### src/sv/slcp_pkg.sv
`timescale 1ns / 1ps
package slcp_pkg;

  localparam int unsigned LEN_W = 8;

  localparam logic [7:0] CH_BEL = 8'h07;
  localparam logic [7:0] CH_LF  = 8'h0A;
  localparam logic [7:0] CH_CR  = 8'h0D;
  localparam logic [7:0] CH_V   = 8'h56;
  localparam logic [7:0] CH_N   = 8'h4E;
  localparam logic [7:0] CH_O   = 8'h4F;
  localparam logic [7:0] CH_C   = 8'h43;
  localparam logic [7:0] CH_T_STD = 8'h74;
  localparam logic [7:0] CH_T_EXT = 8'h54;

  localparam logic [15:0] VERSION_RESET = 16'h1013;
  localparam logic [15:0] SERIAL_RESET  = 16'h1234;

  // Register indexes on the configuration port.
  localparam logic REG_VERSION = 1'b0;
  localparam logic REG_SERIAL  = 1'b1;

  typedef struct packed {
    logic [LEN_W-1:0] len;
    logic             acc;
  } job_t;

  typedef struct packed {
    logic        kind;
    logic [7:0]  reply_byte;
    logic [28:0] frame_id;
    logic        frame_extended;
    logic [3:0]  frame_length;
    logic [63:0] frame_payload;
    logic        last;
  } result_t;

  typedef enum logic [2:0] {
    R_NONE,
    R_BEL,
    R_CR,
    R_WORD,
    R_FRAME
  } reply_t;

  typedef enum logic [2:0] {
    B_IDLE,
    B_C0,
    B_ID,
    B_DLC,
    B_DATA,
    B_EMIT
  } back_state_t;

  // Returns the nibble value in bits 3:0 and a valid flag in bit 4.
  function automatic logic [4:0] hex_value(input logic [7:0] c);
    logic [4:0] r;
    r = 5'd0;
    if (c >= 8'h30 && c <= 8'h39) begin
      r = {1'b1, 4'(c - 8'h30)};
    end else if (c >= 8'h61 && c <= 8'h66) begin
      r = {1'b1, 4'(c - 8'h57)};
    end else if (c >= 8'h41 && c <= 8'h46) begin
      r = {1'b1, 4'(c - 8'h37)};
    end
    return r;
  endfunction

  function automatic logic [7:0] hex_char(input logic [3:0] n);
    logic [7:0] r;
    if (n < 4'd10) r = 8'h30 + {4'd0, n};
    else r = 8'h37 + {4'd0, n};
    return r;
  endfunction

endpackage

### src/sv/slcp_byte_if.sv
`timescale 1ns / 1ps
interface slcp_byte_if;
  logic       valid;
  logic       ready;
  logic [7:0] in_byte;
  logic       tx_accepted;

  modport source (output valid, output in_byte, output tx_accepted, input ready);
  modport sink (input valid, input in_byte, input tx_accepted, output ready);
endinterface

### src/sv/slcp_result_if.sv
`timescale 1ns / 1ps
interface slcp_result_if;
  logic        valid;
  logic        ready;
  logic        kind;
  logic [7:0]  reply_byte;
  logic [28:0] frame_id;
  logic        frame_extended;
  logic [3:0]  frame_length;
  logic [63:0] frame_payload;
  logic        last;

  modport source (output valid, output kind, output reply_byte, output frame_id,
                  output frame_extended, output frame_length, output frame_payload,
                  output last, input ready);
  modport sink (input valid, input kind, input reply_byte, input frame_id,
                input frame_extended, input frame_length, input frame_payload,
                input last, output ready);
endinterface

### src/sv/slcp_ram.sv
`timescale 1ns / 1ps
module slcp_ram #(
  parameter int unsigned WIDTH = 8,
  parameter int unsigned DEPTH = 32
) (
  input  logic                     clk,
  input  logic                     we,
  input  logic [$clog2(DEPTH)-1:0] waddr,
  input  logic [WIDTH-1:0]         wdata,
  input  logic [$clog2(DEPTH)-1:0] raddr,
  output logic [WIDTH-1:0]         rdata
);
  logic [WIDTH-1:0] mem [DEPTH];

  always_ff @(posedge clk) begin
    if (we) mem[waddr] <= wdata;
    rdata <= mem[raddr];
  end
endmodule

### src/sv/slcp_front.sv
`timescale 1ns / 1ps
module slcp_front #(
  parameter int unsigned LINE_BYTES = 32
) (
  input  logic                          clk,
  input  logic                          rst,
  slcp_byte_if.sink                     uart,
  input  logic                          back_busy,
  input  logic                          job_pop,
  output logic                          job_valid,
  output slcp_pkg::job_t                job,
  output logic                          we,
  output logic [$clog2(LINE_BYTES)-1:0] waddr,
  output logic [7:0]                    wdata
);
  import slcp_pkg::*;

  localparam int unsigned AW = $clog2(LINE_BYTES);

  logic [AW-1:0] line_count;
  logic          accept;
  logic          term;

  // The store is shared with the back end, so no byte is taken while a line is pending.
  assign uart.ready = !job_valid && !back_busy;
  assign accept = uart.valid && uart.ready;
  assign term = (uart.in_byte == CH_CR) || (uart.in_byte == CH_LF) ||
                (line_count == AW'(LINE_BYTES - 1));

  assign we = accept;
  assign waddr = line_count;
  assign wdata = uart.in_byte;

  always_ff @(posedge clk) begin
    if (rst) begin
      line_count <= '0;
      job_valid <= 1'b0;
    end else begin
      if (job_pop) job_valid <= 1'b0;
      if (accept) begin
        if (term) begin
          line_count <= '0;
          job_valid <= 1'b1;
        end else begin
          line_count <= line_count + AW'(1);
        end
      end
    end
  end

  always_ff @(posedge clk) begin
    if (accept && term) begin
      job.len <= LEN_W'(line_count);
      job.acc <= uart.tx_accepted;
    end
  end
endmodule

### src/sv/slcp_back.sv
`timescale 1ns / 1ps
module slcp_back #(
  parameter int unsigned LINE_BYTES = 32
) (
  input  logic                          clk,
  input  logic                          rst,
  input  logic                          job_valid,
  input  slcp_pkg::job_t                job,
  output logic                          job_pop,
  output logic                          back_busy,
  output logic [$clog2(LINE_BYTES)-1:0] raddr,
  input  logic [7:0]                    rdata,
  input  logic [15:0]                   version_word,
  input  logic [15:0]                   serial_word,
  slcp_result_if.source                 result
);
  import slcp_pkg::*;

  localparam int unsigned AW = $clog2(LINE_BYTES);

  back_state_t      state, state_next;
  reply_t           code, code_next;
  logic [AW-1:0]    pos, pos_next;
  logic [LEN_W-1:0] len, len_next;
  logic             acc, acc_next;
  logic [7:0]       c0, c0_next;
  logic             ext, ext_next;
  logic [31:0]      id, id_next;
  logic [3:0]       dlc, dlc_next;
  logic [3:0]       cnt, cnt_next;
  logic [63:0]      payload, payload_next;
  logic [15:0]      word, word_next;
  logic [2:0]       step, step_next;

  result_t          out_reg, item;
  logic             out_valid;
  logic             out_free;
  logic             load;
  logic [4:0]       hv;
  logic [3:0]       digits;
  logic [8:0]       need;
  logic [2:0]       nbody;
  logic [5:0]       nib_base;

  assign out_free = !out_valid || result.ready;
  assign hv = hex_value(rdata);
  assign digits = ext ? 4'd8 : 4'd3;
  // Read address follows the next position, so the data of that position is there next cycle.
  assign raddr = pos_next;
  assign back_busy = (state != B_IDLE);
  assign nib_base = {cnt[3:1], ~cnt[0], 2'b00};

  always_comb begin
    case (code)
      R_NONE:  nbody = 3'd0;
      R_WORD:  nbody = 3'd6;
      R_FRAME: nbody = 3'd2;
      default: nbody = 3'd1;
    endcase
  end

  always_comb begin
    item = '0;
    if (step == nbody) begin
      item.reply_byte = CH_CR;
    end else if (step > nbody) begin
      item.reply_byte = CH_LF;
      item.last = 1'b1;
    end else begin
      case (code)
        R_BEL: item.reply_byte = CH_BEL;
        R_CR:  item.reply_byte = CH_CR;
        R_WORD: begin
          case (step)
            3'd0:    item.reply_byte = c0;
            3'd1:    item.reply_byte = hex_char(word[15:12]);
            3'd2:    item.reply_byte = hex_char(word[11:8]);
            3'd3:    item.reply_byte = hex_char(word[7:4]);
            3'd4:    item.reply_byte = hex_char(word[3:0]);
            default: item.reply_byte = CH_CR;
          endcase
        end
        R_FRAME: begin
          if (step == 3'd0) begin
            item.kind = 1'b1;
            item.frame_id = ext ? id[28:0] : {18'd0, id[10:0]};
            item.frame_extended = ext;
            item.frame_length = dlc;
            item.frame_payload = payload;
          end else begin
            item.reply_byte = CH_CR;
          end
        end
        default: item.reply_byte = CH_BEL;
      endcase
    end
  end

  always_comb begin
    state_next = state;
    code_next = code;
    pos_next = pos;
    len_next = len;
    acc_next = acc;
    c0_next = c0;
    ext_next = ext;
    id_next = id;
    dlc_next = dlc;
    cnt_next = cnt;
    payload_next = payload;
    word_next = word;
    step_next = step;
    job_pop = 1'b0;
    load = 1'b0;
    need = 9'({digits, 1'b0}) + 9'd0;
    case (state)
      B_IDLE: begin
        if (job_valid) begin
          job_pop = 1'b1;
          len_next = job.len;
          acc_next = job.acc;
          pos_next = '0;
          step_next = '0;
          if (job.len == '0) begin
            code_next = R_NONE;
            state_next = B_EMIT;
          end else begin
            state_next = B_C0;
          end
        end
      end
      B_C0: begin
        c0_next = rdata;
        id_next = '0;
        payload_next = '0;
        dlc_next = '0;
        cnt_next = '0;
        state_next = B_EMIT;
        code_next = R_BEL;
        if (len == LEN_W'(1) && rdata == CH_V) begin
          code_next = R_WORD;
          word_next = version_word;
        end else if (len == LEN_W'(1) && rdata == CH_N) begin
          code_next = R_WORD;
          word_next = serial_word;
        end else if (len == LEN_W'(1) && (rdata == CH_O || rdata == CH_C)) begin
          code_next = R_CR;
        end else if (rdata == CH_T_STD || rdata == CH_T_EXT) begin
          ext_next = (rdata == CH_T_EXT);
          if (9'(len) >= ((rdata == CH_T_EXT) ? 9'd10 : 9'd5)) begin
            pos_next = AW'(1);
            state_next = B_ID;
          end
        end
      end
      B_ID: begin
        if (!hv[4]) begin
          code_next = R_BEL;
          state_next = B_EMIT;
        end else begin
          id_next = {id[27:0], hv[3:0]};
          pos_next = pos + AW'(1);
          if (cnt == digits - 4'd1) begin
            state_next = B_DLC;
          end else begin
            cnt_next = cnt + 4'd1;
          end
        end
      end
      B_DLC: begin
        need = 9'(digits) + 9'd2 + {4'd0, hv[3:0], 1'b0};
        dlc_next = hv[3:0];
        cnt_next = '0;
        if (!hv[4] || hv[3:0] > 4'd8 || 9'(len) < need) begin
          code_next = R_BEL;
          state_next = B_EMIT;
        end else if (hv[3:0] == 4'd0) begin
          code_next = acc ? R_FRAME : R_BEL;
          state_next = B_EMIT;
        end else begin
          pos_next = pos + AW'(1);
          state_next = B_DATA;
        end
      end
      B_DATA: begin
        if (!hv[4]) begin
          code_next = R_BEL;
          state_next = B_EMIT;
        end else begin
          payload_next[nib_base +: 4] = hv[3:0];
          if (cnt == {dlc[2:0], 1'b0} - 4'd1) begin
            code_next = acc ? R_FRAME : R_BEL;
            state_next = B_EMIT;
          end else begin
            cnt_next = cnt + 4'd1;
            pos_next = pos + AW'(1);
          end
        end
      end
      B_EMIT: begin
        if (out_free) begin
          load = 1'b1;
          step_next = step + 3'd1;
          if (item.last) state_next = B_IDLE;
        end
      end
      default: state_next = B_IDLE;
    endcase
  end

  always_ff @(posedge clk) begin
    if (rst) begin
      state <= B_IDLE;
      out_valid <= 1'b0;
    end else begin
      state <= state_next;
      if (load) out_valid <= 1'b1;
      else if (result.ready) out_valid <= 1'b0;
    end
  end

  always_ff @(posedge clk) begin
    code <= code_next;
    pos <= pos_next;
    len <= len_next;
    acc <= acc_next;
    c0 <= c0_next;
    ext <= ext_next;
    id <= id_next;
    dlc <= dlc_next;
    cnt <= cnt_next;
    payload <= payload_next;
    word <= word_next;
    step <= step_next;
    if (load) out_reg <= item;
  end

  assign result.valid = out_valid;
  assign result.kind = out_reg.kind;
  assign result.reply_byte = out_reg.reply_byte;
  assign result.frame_id = out_reg.frame_id;
  assign result.frame_extended = out_reg.frame_extended;
  assign result.frame_length = out_reg.frame_length;
  assign result.frame_payload = out_reg.frame_payload;
  assign result.last = out_reg.last;
endmodule

### src/sv/slcan_command_line_parser_core.sv
`timescale 1ns / 1ps
// SLCAN command line parser.
// The uart channel takes one received character per transaction together with
// the transmit mailbox status. The result channel gives response characters
// (kind 0) and CAN frames to send (kind 1); last marks the final result of the
// character that ended a line. version_word and serial_word are written over
// the APB port at byte addresses 0 and 4; they are to be written only while
// the block is idle, which the block itself does not enforce. A character
// that does not end a line is stored and gives no result. A line end (CR, LF,
// or a full line) hands the line to the parser, which walks the stored
// characters one per cycle from the line store RAM and then loads one result
// per cycle, while the receiver takes them, into the output register: 2 to 8
// results. The uart channel takes no new character until the last result of
// a line has been loaded. When the receiver stalls, the output register holds
// its result and the parser waits. Reset empties the line, drops any pending
// result and restores the register defaults; the line store itself is not
// cleared.
module slcan_command_line_parser_core #(
  parameter int unsigned LINE_BYTES = 32
) (
  input  logic          clk,
  input  logic          rst,
  slcp_byte_if.sink     uart,
  slcp_result_if.source result,
  input  logic          psel,
  input  logic          penable,
  input  logic          pwrite,
  input  logic [2:0]    paddr,
  input  logic [31:0]   pwdata,
  output logic [31:0]   prdata,
  output logic          pready
);
  import slcp_pkg::*;

  localparam int unsigned AW = $clog2(LINE_BYTES);

  logic [15:0]   version_word;
  logic [15:0]   serial_word;
  logic          job_valid;
  logic          job_pop;
  logic          back_busy;
  job_t          job;
  logic          we;
  logic [AW-1:0] waddr;
  logic [AW-1:0] raddr;
  logic [7:0]    wdata;
  logic [7:0]    rdata;

  assign pready = 1'b1;
  assign prdata = {16'd0, (paddr[2] == REG_SERIAL) ? serial_word : version_word};

  always_ff @(posedge clk) begin
    if (rst) begin
      version_word <= VERSION_RESET;
      serial_word <= SERIAL_RESET;
    end else if (psel && penable && pwrite && pready) begin
      if (paddr[2] == REG_VERSION) version_word <= pwdata[15:0];
      else serial_word <= pwdata[15:0];
    end
  end

  slcp_front #(.LINE_BYTES(LINE_BYTES)) u_front (
    .clk(clk), .rst(rst), .uart(uart), .back_busy(back_busy), .job_pop(job_pop),
    .job_valid(job_valid), .job(job), .we(we), .waddr(waddr), .wdata(wdata)
  );

  slcp_ram #(.WIDTH(8), .DEPTH(LINE_BYTES)) u_line_store (
    .clk(clk), .we(we), .waddr(waddr), .wdata(wdata), .raddr(raddr), .rdata(rdata)
  );

  slcp_back #(.LINE_BYTES(LINE_BYTES)) u_back (
    .clk(clk), .rst(rst), .job_valid(job_valid), .job(job), .job_pop(job_pop),
    .back_busy(back_busy), .raddr(raddr), .rdata(rdata),
    .version_word(version_word), .serial_word(serial_word), .result(result)
  );
endmodule

### src/flat_wrapper.sv
// flat-port wrapper written by rule: the top's interface ports become plain ports
module slcan_command_line_parser_core_flat import slcp_pkg::*;
#(
  parameter int unsigned LINE_BYTES = 32
)
  (clk, rst, psel, penable, pwrite, paddr, pwdata, prdata, pready, uart_valid, uart_in_byte, uart_tx_accepted, uart_ready, result_valid, result_kind, result_reply_byte, result_frame_id, result_frame_extended, result_frame_length, result_frame_payload, result_last, result_ready);
  slcp_byte_if uart_i ();
  slcp_result_if result_i ();
  input  logic clk;
  input  logic rst;
  input  logic psel;
  input  logic penable;
  input  logic pwrite;
  input  logic [2:0] paddr;
  input  logic [31:0] pwdata;
  output logic [31:0] prdata;
  output logic pready;
  input wire logic [$bits(uart_i.valid)-1:0] uart_valid;
  input wire logic [$bits(uart_i.in_byte)-1:0] uart_in_byte;
  input wire logic [$bits(uart_i.tx_accepted)-1:0] uart_tx_accepted;
  output wire logic [$bits(uart_i.ready)-1:0] uart_ready;
  output wire logic [$bits(result_i.valid)-1:0] result_valid;
  output wire logic [$bits(result_i.kind)-1:0] result_kind;
  output wire logic [$bits(result_i.reply_byte)-1:0] result_reply_byte;
  output wire logic [$bits(result_i.frame_id)-1:0] result_frame_id;
  output wire logic [$bits(result_i.frame_extended)-1:0] result_frame_extended;
  output wire logic [$bits(result_i.frame_length)-1:0] result_frame_length;
  output wire logic [$bits(result_i.frame_payload)-1:0] result_frame_payload;
  output wire logic [$bits(result_i.last)-1:0] result_last;
  input wire logic [$bits(result_i.ready)-1:0] result_ready;
  assign uart_i.valid = uart_valid;
  assign uart_i.in_byte = uart_in_byte;
  assign uart_i.tx_accepted = uart_tx_accepted;
  assign uart_ready = uart_i.ready;
  assign result_valid = result_i.valid;
  assign result_kind = result_i.kind;
  assign result_reply_byte = result_i.reply_byte;
  assign result_frame_id = result_i.frame_id;
  assign result_frame_extended = result_i.frame_extended;
  assign result_frame_length = result_i.frame_length;
  assign result_frame_payload = result_i.frame_payload;
  assign result_last = result_i.last;
  assign result_i.ready = result_ready;
  slcan_command_line_parser_core #(.LINE_BYTES(LINE_BYTES)) u_core (.clk(clk), .rst(rst), .uart(uart_i), .result(result_i), .psel(psel), .penable(penable), .pwrite(pwrite), .paddr(paddr), .pwdata(pwdata), .prdata(prdata), .pready(pready));
endmodule
### config.mk
export PLATFORM = sky130hd
export DESIGN_NAME = slcan_command_line_parser_core_flat
export DESIGN_NICKNAME = d
export VERILOG_FILES = /design/src/sv/slcp_pkg.sv /design/src/sv/slcp_byte_if.sv /design/src/sv/slcp_result_if.sv /design/src/sv/slcp_ram.sv /design/src/sv/slcp_front.sv /design/src/sv/slcp_back.sv /design/src/sv/slcan_command_line_parser_core.sv /design/src/flat_wrapper.sv
export SDC_FILE = /design/constraint.sdc
export NUM_CORES = 1
export LEC_CHECK = 0
export ABC_CLOCK_PERIOD_IN_PS = 13300
export BUFFER_PORTS_ARGS = -buffer_cell sky130_fd_sc_hd__buf_2
export CAP_MARGIN = 10
export CORE_MARGIN = 10
export CORE_UTILIZATION = 50
export CTS_BUF_LIST = sky130_fd_sc_hd__clkbuf_2
export CTS_CLUSTER_SIZE = 16
export DETAILED_ROUTE_END_ITERATION = 16
export PLACE_DENSITY = 0.65
export SLEW_MARGIN = 20
export SYNTH_ARGS = -nofsm -noshare
export SYNTH_HDL_FRONTEND = slang
export SYNTH_SLANG_ARGS = --single-unit
### constraint.sdc
create_clock -name clk -period 13.3 [get_ports clk]
set_input_delay 3.99 -clock clk [delete_from_list [all_inputs] [get_ports clk]]
set_output_delay 3.99 -clock clk [all_outputs]
set_load 0.1 [all_outputs]
==> results.py <==
metrics = {
    "die": {
        "design.die.area_um2": 58600,
        "core_um2": 48800,
        "ios": 194,
        "die_width_um": 242,
        "start_util_pct": 50.5,
        "dieHeight_um": 242,
        "num_rows": 81,
    },
    "clocking": {
        "clkSinkCount": 563,
        "tritoncts": "done",
        "cts_resized": 0,
        "cts_made_buffers": 143,
        "h-tree-depth": 4,
        "post_cts_buffers": 0,
        "clk_pin_slew_ns": 0.10,
        "insertion_delay_ns": 1.28,
        "cts-root-buf": "clkbuf_2",
        "cts_buffer_depth": 3,
        "ctsHoldBuffers": 0,
    },
    "finish": {
        "layout.cells.non_filler": 2841,
        "drive_gt1_share_pct": 21.8,
        "area_growth_pct": 10.6,
        "fin_area_um2": 27300,
        "nets": 2166,
    },
    "grt": {
        "antenna_found_initial": 1,
        "grt_pass1_wl_mm": 85.4,
        "grt_pass1_vias": 15400,
        "overflow": 0,
        "grtUsageTotal_pct": 18.5,
        "grt_max_degree": 130,
    },
    "routing": {
        "wl_met1_mm": 23.8,
        "route.met3.wl_mm": 3.22,
        "vias": 15300,
        "wl_mm": 54.9,
        "route.detailed.drc": 0,
        "dr.first_iter.drc_count": 1176,
        "final_antenna_net_count": 0,
        "firstDrtPassIters": 7,
        "highest_layer": "met4",
        "via_per_inst": 5.40,
        "wl_per_cell_um": 19.3,
        "wl_met2_mm": 26.7,
    },
    "setup_path": {
        "end_kind": "output pin",
        "cp.required_ns": 9.31,
        "cp.arrival_ns": 5.13,
        "startpoint_type": "primary input",
        "crit_path_max_fanout": 19,
        "critPathKind": "in -> out",
    },
    "sta": {
        "setup_ws_ns": 4.18,
        "fmax_mhz": 110,
        "tns_ns": 0,
        "skew_ns": 0.0919,
        "rsz0062_at_grt": "false",
        "finalCritPeriodShare_pct": 68.5,
        "hold_viol": 0,
        "period_needed_ns": 9.12,
        "finalMaxSlewViolations": 0,
        "max_slew_margin_pct": 28.4,
        "tightest_slew_ns": 1.07,
        "finalSetupViolCount": 0,
    },
    "logic_synthesis": {
        "synth-edff-count": 508,
        "avgSynthCellArea_um2": 13.4,
        "synth-seq-area-share_pct": 66.3,
        "ys_top_cells_by_area": "edfxtp_1 62%, mux2i_1 7.3%, dfxtp_1 4.5%",
        "netlist_instances": 1838,
        "yosys.area.top_type_share_pct": 61.9,
        "synth_warnings": 0,
        "synth_ff_type": "edfxtp_1",
        "async_reset_ff_share_pct": 0,
        "synth-seq-cells": 563,
        "syn_area_um2": 24700,
        "yosysMostFrequentCell": "edfxtp_1",
        "synth_common_cells": "508 x edfxtp_1, 184 x nor2_1, 179 x mux2i_1",
        "synthDistinctLibCells": 82,
        "synth_top_area_cell": "edfxtp_1",
    },
    "run_status": {
        "status": "complete, no violations",
    },
    "place": {
        "dpl_cell_area_um2": 25900,
        "port_buffers": 158,
        "place.gp.congestion": 0.867,
        "place_ws_ns": 4.19,
        "hpwl_mm": 35.0,
        "dp.cells": 2593,
    },
    "min_path": {
        "hold_class": "reg -> reg",
    },
    "power_and_ir_drop": {
        "p_leak_nw": 9.65,
        "peakVddDrop_mv": 0.0804,
        "power_density_nw_per_um2": 132,
    },
    "flow_run": {
        "cap_viol_max_count": 0,
    },
}
## cells by family (layout without fill, tap and decap cells)
| logic type | after synthesis | count (layout) | share of synthesized area [%] |
|---|---|---|---|
| and+or+nand+nor | 603 | 603 | 12.3 |
| DFF | 563 | 563 | 66.3 |
| AOI/OAI and AO/OA | 244 | 244 | 6.14 |
| muxes | 218 | 218 | 9.06 |
| buffers and inverters | 144 | 467 | 3.15 |
| adders and majority gates | 41 | 41 | 2.08 |
| xor gates and xnor gates | 23 | 23 | 0.873 |
| other | 2 | 18 | 0.0305 |
## layout by cell type, fill, tap and decap left out, types with 7 or more instances in the layout
cell      instances
xnor2_1          15
nand2_2           7
nand2b_1          7
o21ai_0          25
xor2_1            7
buf_4            13
buf_2           158
a21oi_1         107
nor3_1           26
nand4_1           8
ha_1             41
edfxtp_1        508
inv_1            43
and3_1           26
mux2i_1         179
nand2_1         132
o22ai_1          54
clkbuf_2        203
conb_1           17
nor3b_1          22
clkinv_1         31
mux2_2           38
nor2_1          181
nand3b_1         12
and2_1          108
dfxtp_1          55
nor2b_1          17
nand3_1          19
## registers in the layout, indices dropped and copies added, names as in the netlist, 6 cells and up
register / cells
u_core.u_back.word: 16
u_core.version_word: 16
u_core.u_line_store.rdata: 8
u_core.u_back.result.frame_id: 29
u_core.serial_word: 16
u_core.u_back.c0: 8
u_core.u_back.id: 29
u_core.u_front.job: 6
u_core.u_back.result.reply_byte: 8
u_core.u_back.result.frame_payload: 64
u_core.u_line_store.mem: 256
u_core.u_back.payload: 64
## worst paths after layout
| kind | start | end | slack, ns | depth (start not counted) |
|---|---|---|---|---|
| worst max register to register | u_core.u_line_store.rdata[0] | u_core.u_line_store.rdata[0] | 6.40 | 25 |
| worst max-delay path | paddr[2] | prdata[15] | 4.18 | 3 |
| worst min register to register | u_core.u_front.job[0] | u_core.u_back.acc | 0.46 | 0 |
| worst min-delay path | u_core.u_front.job[0] | u_core.u_back.acc | 0.46 | 0 |
## cell type report
class | instances | area (um2)
fill | 4215 | 21600
antenna | 1 | 2.50
clock buffer | 203 | 1020
multi-input combinational | 1146 | 7640
sequential | 563 | 16400
clock inverter | 44 | 309
inverter | 48 | 194
timing repair buffer | 172 | 908
tap | 664 | 831
## per-layer routing
metal	track usage, %	up-vias
li1	-	7311
met1	23.2	7442
met2	29.9	490
met3	5.14	86
met4	7.29	0
met5	0	-
## metrics by stage
stage | util [%] | hold slack [ns] | total power, mW
after global placement | 53.0 | 0.430 | 2.46
after global routing | 55.8 | 0.465 | 3.78
after CTS | 55.8 | 0.437 | 3.66
after floorplan | - | 0.400 | 2.36
final | 55.8 | 0.456 | 3.61
after detailed placement | 53.1 | 0.429 | 2.46
## report_power, final
group	internal (mW)	total (mW)	switching (mW)
registers	1.94	1.98	0.0453
logic	0.161	0.440	0.278
clock network	0.507	1.19	0.681
## worst max-delay path, stage by stage
cell    delay [ns]
buf_2         0.39
mux2_2        0.43
buf_2         0.30
Power figures use the tool's default switching activity.
